### config.mk
export PLATFORM = sky130hd
export DESIGN_NAME = tcw_put_plan
export DESIGN_NICKNAME = d
export VERILOG_FILES = /design/src/hdl/assert_macros.svh /design/src/hdl/tcw_pkg.sv /design/src/hdl/tcw_put_plan.sv
export SDC_FILE = /design/constraint.sdc
export NUM_CORES = 1
export LEC_CHECK = 0
export ABC_CLOCK_PERIOD_IN_PS = 2300
export BUFFER_PORTS_ARGS = -buffer_cell sky130_fd_sc_hd__buf_4
export CAP_MARGIN = 5
export CORE_MARGIN = 2
export CORE_UTILIZATION = 40
export DETAILED_ROUTE_END_ITERATION = 16
export PLACE_DENSITY = 0.7
export SYNTH_ARGS = -nofsm -noshare
export SYNTH_HDL_FRONTEND = slang
export SYNTH_SLANG_ARGS = --single-unit
### constraint.sdc
create_clock -name vclk -period 2.3
set_clock_uncertainty 0.05 [all_clocks]
set_input_delay 0 -clock vclk [all_inputs]
set_output_delay 0 -clock vclk [all_outputs]
set_load 0.03 [all_outputs]
### src/hdl/assert_macros.svh
// Assertion macros used by the console RTL.
`ifndef ASSERT_MACROS_SVH
`define ASSERT_MACROS_SVH
`ifndef SYNTHESIS
// Check that a condition holds at every clock edge outside reset.
`define ASSERT_ALWAYS(lbl, expr, msg) \
  lbl: assert property (@(posedge clk) disable iff (!rst_n) (expr)) else $error(msg);
// Check that a condition in one cycle implies another in the next cycle.
`define ASSERT_NEXT(lbl, ante, cons, msg) \
  lbl: assert property (@(posedge clk) disable iff (!rst_n) (ante) |=> (cons)) else $error(msg);
`else
`define ASSERT_ALWAYS(lbl, expr, msg)
`define ASSERT_NEXT(lbl, ante, cons, msg)
`endif
`endif

### src/hdl/tcw_pkg.sv
`timescale 1ns / 1ps
// Shared constants, types and helpers of the text console character writer.
package tcw_pkg;

  localparam int COLUMNS    = 80;
  localparam int ROWS       = 25;
  localparam int TAB_STOP   = 8;
  localparam int CELL_COUNT = ROWS * COLUMNS;
  localparam int COPY_CELLS = (ROWS - 1) * COLUMNS;

  localparam int ROW_W    = 5;
  localparam int COL_W    = 7;
  localparam int LIN_W    = 11;
  localparam int CELL_W   = 16;
  localparam int CHAR_W   = 8;
  localparam int FG_W     = 4;
  localparam int BG_W     = 3;
  localparam int ADDR_W   = $clog2(CELL_COUNT);
  localparam int IN_DW    = 24;
  localparam int OUT_DW   = 40;
  localparam int CFG_AW   = 3;
  localparam int CFG_DW   = 32;

  localparam logic [CELL_W-1:0] BLANK_CELL = 16'h0F00;
  localparam logic [FG_W-1:0]   FG_RESET   = 4'd15;
  localparam logic [BG_W-1:0]   BG_RESET   = 3'd0;

  // Control characters
  localparam logic [CHAR_W-1:0] CH_BS  = 8'd8;
  localparam logic [CHAR_W-1:0] CH_TAB = 8'd9;
  localparam logic [CHAR_W-1:0] CH_LF  = 8'd10;
  localparam logic [CHAR_W-1:0] CH_FF  = 8'd12;
  localparam logic [CHAR_W-1:0] CH_CR  = 8'd13;

  localparam logic FUNC_PUT  = 1'b0;
  localparam logic FUNC_READ = 1'b1;

  // Register index, taken from paddr bit 2
  localparam logic REG_TEXT_COLOR = 1'b0;
  localparam logic REG_BACK_COLOR = 1'b1;

  typedef enum logic [2:0] {
    ST_IDLE,
    ST_RDATA,
    ST_FILL,
    ST_COPY,
    ST_ZERO,
    ST_DONE
  } tcw_state_t;

  typedef struct packed {
    logic                wr_en;
    logic [ADDR_W-1:0]   wr_addr;
    logic [CELL_W-1:0]   wr_data;
    logic [ROW_W-1:0]    row;
    logic [COL_W-1:0]    col;
    logic                scroll;
    logic                clear;
  } put_plan_t;

  function automatic logic [ADDR_W-1:0] cell_addr(input logic [ROW_W-1:0] row,
                                                  input logic [COL_W-1:0] col);
    cell_addr = ADDR_W'(row) * ADDR_W'(COLUMNS) + ADDR_W'(col);
  endfunction

endpackage

### src/hdl/tcw_put_plan.sv
`timescale 1ns / 1ps
// Decode of one put character: cell write, new cursor, scroll and clear requests.
module tcw_put_plan
  import tcw_pkg::*;
(
  input  logic [CHAR_W-1:0] char_code,
  input  logic [ROW_W-1:0]  cur_row,
  input  logic [COL_W-1:0]  cur_col,
  input  logic [FG_W-1:0]   text_color,
  input  logic [BG_W-1:0]   back_color,
  output put_plan_t         plan
);

  logic [ROW_W:0] row_e;
  logic [COL_W:0] col_e;

  always_comb begin
    plan         = '0;
    row_e        = {1'b0, cur_row};
    col_e        = {1'b0, cur_col};
    plan.wr_addr = cell_addr(cur_row, cur_col);
    case (char_code)
      CH_BS: begin
        if (cur_col != '0) begin
          col_e        = col_e - 1'b1;
          plan.wr_en   = 1'b1;
          plan.wr_addr = cell_addr(cur_row, cur_col - 1'b1);
          plan.wr_data = BLANK_CELL;
        end
      end
      CH_TAB: begin
        col_e = (COL_W+1)'(({1'b0, cur_col} / TAB_STOP + 1) * TAB_STOP);
      end
      CH_LF: begin
        row_e = row_e + 1'b1;
        col_e = '0;
      end
      CH_FF: begin
        plan.clear = 1'b1;
        row_e      = '0;
        col_e      = '0;
      end
      CH_CR: begin
        col_e = '0;
      end
      default: begin
        plan.wr_en   = 1'b1;
        plan.wr_data = {1'b0, back_color, text_color, char_code};
        col_e        = col_e + 1'b1;
      end
    endcase

    // wrap past the last column, then scroll past the last row
    if (col_e >= COLUMNS) begin
      col_e = '0;
      row_e = row_e + 1'b1;
    end
    if (row_e >= ROWS) begin
      plan.scroll = 1'b1;
      row_e       = (ROW_W+1)'(ROWS - 1);
    end
    plan.row = row_e[ROW_W-1:0];
    plan.col = col_e[COL_W-1:0];
  end

endmodule

== After elaboration in Yosys (flattened, before gate mapping) ==
Cells that the tools add are included.

* Flip-flop bits (word level): 0
* Bits of input ports: 27

* $add $sub $neg: 8
* Multipliers: 1
* Magnitude comparators: 2
* Equal/unequal tests: 5
* Mux-type cells: 12
* Reductions and logical operators: 3

{| class="wikitable"
|+ Operators by type and width
! cell !! count
|-
| $eq 8x4->1 const B || 5
|-
| $pmux 16 s2 || 1
|-
| $mux 28 || 1
|-
| $pmux 8 s3 || 1
|-
| $add 11x7->11 || 2
|-
| $pmux 6 s2 || 1
|-
| $mux 11 || 1
|-
| $add 7x1->8 const B || 1
|-
| $ge 8x7->1 const B || 1
|-
| $mux 8 || 1
|-
| $sub 7x1->8 const B || 1
|-
| $mul 5x3->7 const B || 1
|-
| $mux 7 || 1
|-
| $reduce_bool 7->1 || 1
|-
| $sub 7x1->7 const B || 1
|-
| $add 5x1->6 const B || 1
|-
| $add 6x1->6 const B || 1
|-
| $ge 6x5->1 const B || 1
|-
| $mux 6 || 1
|-
| $add 4x1->5 const B || 1
|-
| $mux 5 || 1
|-
| $reduce_or 4->1 || 1
|-
| $reduce_or 3->1 || 1
|-
| $mux 1 || 2
|-
| $pmux 1 s2 || 1
|}

== Depth between registers and ports, before layout ==
* Depth in word-level cells: 7
* Depth in mapped cells: 12
* Gate-level depth less buffers: 11

== Least setup slack after synthesis ==
Ideal clock, no wire load.

* Path kind: input to output
* From: input char_code[3]
* To: output plan[10] (netlist bit)
* Data arrival time: 2.845 ns
* Data required time: 2.250 ns
* Slack: -0.595 ns
* Cell stages on the path: 12
* Buffers on the path: 2
* Cells stage by stage: buf_4 > or4b_1 > buf_2 > o31ai_1 > and3_1 > inv_1 > ha_1 > xor2_1 > or3_1 > a311oi_2 > a21oi_2 > a211oi_2

{| class="wikitable"
|+ RTL lines
! element !! RTL line !! RTL
|-
| start, declared || tcw_put_plan.sv:6 || <nowiki>input logic [CHAR_W-1:0] char_code,</nowiki>
|-
| end, declared || tcw_put_plan.sv:11 || <nowiki>output put_plan_t plan</nowiki>
|}

==> impl_metrics.toml <==
[pwr]
vdd_drop_max_uv = 135
p_leak_nw = 1.42
power_density_nw_per_um2 = 259

[global_routing]
grt_pass1_vias = 2276
grt_max_degree = 16
overflow = 0
antenna_found_initial = 0
grt_first_pass_wirelength_um = 9980
grt_use_total = 0.234

[worst_setup_path]
crit_required_ps = 2250
endpoint_kind = "output pin"
critPathMaxFanout = 4
startpoint_type = "input pin"
path_class = "in2out"
worstPathArrival_ps = 2560

[cells_and_area]
fill_cells = 360
syn2layout_area_growth_pct = 72.8
layoutNonFillerInstCount = 431
multi_input_area_um2 = 1880
clkbuf_count = 0
drive_above_1_share = 0.504
fin_nets = 430
finalInstanceArea_um2 = 3090
num_antenna_cells = 0
seq_cell_count = 0
utilization = 0.715
seq_area_um2 = 0

[die]
die-width_um = 70.9
initial_core_util = 0.413
rows = 24
core_um2 = 4320
num_io_pins = 69
dieArea_um2 = 5020
die_h_um = 70.9

[sta]
max_slew_margin = 0.651
maxSlewViolCount = 0
setup_viol_count_final = 4
worst-slew-pin-transition_ps = 511
worst_slack_ps = -315
rsz0062_at_grt = "yes"
period_share = 1.14
clock.fmax_mhz = 382
min_period_ps = 2610
hold_viol_final = 0
setup_tns_ps = -873

[synth]
mappedNetlistNets = 315
synth_cell_types = 64
synth_cells = 266
yosysSeqAreaShare = 0
synthTopCellsByCount = "nand2_1 (30), ha_1 (19), clkbuf_1 (17)"
yosysWarnings = 0
synth_area_leaders = "ha_1 (13%), nand2_1 (6.3%), xor2_1 (5.4%)"
yosysMostFrequentCell = "nand2_1"
synth_top_cell_area_share = 0.133
yosys.area.top_type = "ha_1"
synth_area_um2 = 1790
syn_avg_cell_area_um2 = 6.72

[placed_design]
dp_hpwl_um = 4650
io_buffers = 68
placed_cell_area_um2 = 2740
gp_congestion = 0.852
dpl.cell_count = 419

[detailed_routing]
avgViaCountPerCell = 5.54
drt_iter0_markers = 132
ant_nets = 0
vias = 2386
drc = 0
wl_per_cell_um = 14.6
firstDrtPassIters = 4
drt-total-wl_um = 6310

[hold_path]
min_path_type = "in2out"
min_path_cells = 2
whs_endpoint = "plan[20]"
worstHoldStart = "char_code[6]"

[flow_run]
cap_violations = 0

[status]
status = "finished with violations"
violations = "setup timing"

[clock_network]
hold_buffers = 0
==> worst max-delay path by stage <==
stage / startpoint / end / slack [ps] / cells past startpoint
5_1_grt: char_code[0] / plan[10] / -400 / 12
3_5_place_dp: char_code[0] / plan[10] / -350 / 12
6_report: char_code[0] / plan[10] / -310 / 11
3_3_place_gp: char_code[0] / plan[10] / -280 / 12
4_1_cts: char_code[0] / plan[10] / -280 / 12
2_1_floorplan: char_code[3] / plan[10] / -360 / 12
==> logic make-up (layout without fill, tap and decap cells) <==
family	count (synthesis)	in the layout	synth area share
and+or+nand+nor	112	112	0.354
AOI/OAI and AO/OA	72	72	0.280
buffers and inverters	36	149	0.0826
adders and majority gates	22	22	0.167
xor gates and xnor gates	21	21	0.103
muxes	2	2	0.0119
other	1	1	0.00210
==> cells in the final DEF, fill, tap and decap left out, types with 2 or more instances in the layout <==
cell type / synthesis / layout
a21oi_1: 16 / 14
inv_4: 0 / 3
o31ai_2: 0 / 2
a31oi_1: 2 / 2
and2_1: 10 / 10
nor3_1: 3 / 3
or2_2: 5 / 4
buf_6: 0 / 12
a21oi_4: 0 / 2
inv_1: 12 / 5
nand4b_1: 2 / 2
buf_8: 0 / 2
a21o_1: 4 / 3
nand2_1: 30 / 29
or3_1: 2 / 2
nor2b_1: 4 / 4
o21ai_2: 0 / 2
buf_4: 2 / 123
a211oi_4: 0 / 2
o21ai_0: 15 / 13
xor2_1: 11 / 9
nor3b_1: 5 / 3
xor2_2: 0 / 2
xnor2_1: 10 / 10
a32oi_1: 2 / 2
fa_1: 3 / 2
ha_1: 19 / 13
ha_4: 0 / 5
inv_2: 0 / 3
nor4b_4: 1 / 2
nand3_1: 11 / 11
a22oi_1: 3 / 2
nor2_1: 16 / 14
and3_1: 5 / 4
a211oi_2: 2 / 3
or4b_4: 0 / 2
nand2b_1: 2 / 2
nand4_1: 3 / 3
o31ai_1: 7 / 5
==> worst max-delay path, stage by stage <==
cell	delay, ps
buf_8	100
or4b_4	550
buf_4	170
o32a_1	330
o22ai_2	150
xor2_1	120
or3_1	370
a311oi_2	350
a21oi_4	80
a211oi_4	170
buf_6	160
==> cell type report <==
class	instances	area share
repair buffers	137	0.352
inverters	12	0.0186
multi-input cells	230	0.608
well taps	52	0.0211
==> metal layers <==
metal  global-route usage  vias to the layer above  routed length (µm)
met5                    0                        -                   0
met4               0.0294                        0                  53
met3              0.00855                        6                 259
met2                0.459                       70                3420
met1                0.289                     1123                2570
li1                     -                     1187                   -
==> power breakdown <==
part           leakage, nW  switching [mW]  internal (mW)  total [mW]
Combinational         1.42           0.437          0.365       0.802
Sequential               0               0              0           0
Clock                    0               0              0           0
==> repair_timing <==
action / 4_1_cts / 5_1_grt
setup endpoints to repair: 16 / 14
pin swaps: 12 / 27
hold endpoints to repair: 0 / 0
setup buffers: 7 / 6
gates resized for setup: 20 / 42
==> metrics by stage <==
stage | worst slack, ps | hold slack [ps] | power, mW
3_3_place_gp | -278 | 187 | 0.695
5_1_grt | -398 | 192 | 0.859
4_1_cts | -281 | 177 | 0.740
3_5_place_dp | -352 | 194 | 0.703
2_1_floorplan | -360 | 129 | 0.433
6_report | -315 | 184 | 0.802
Power figures use the tool's default switching activity.
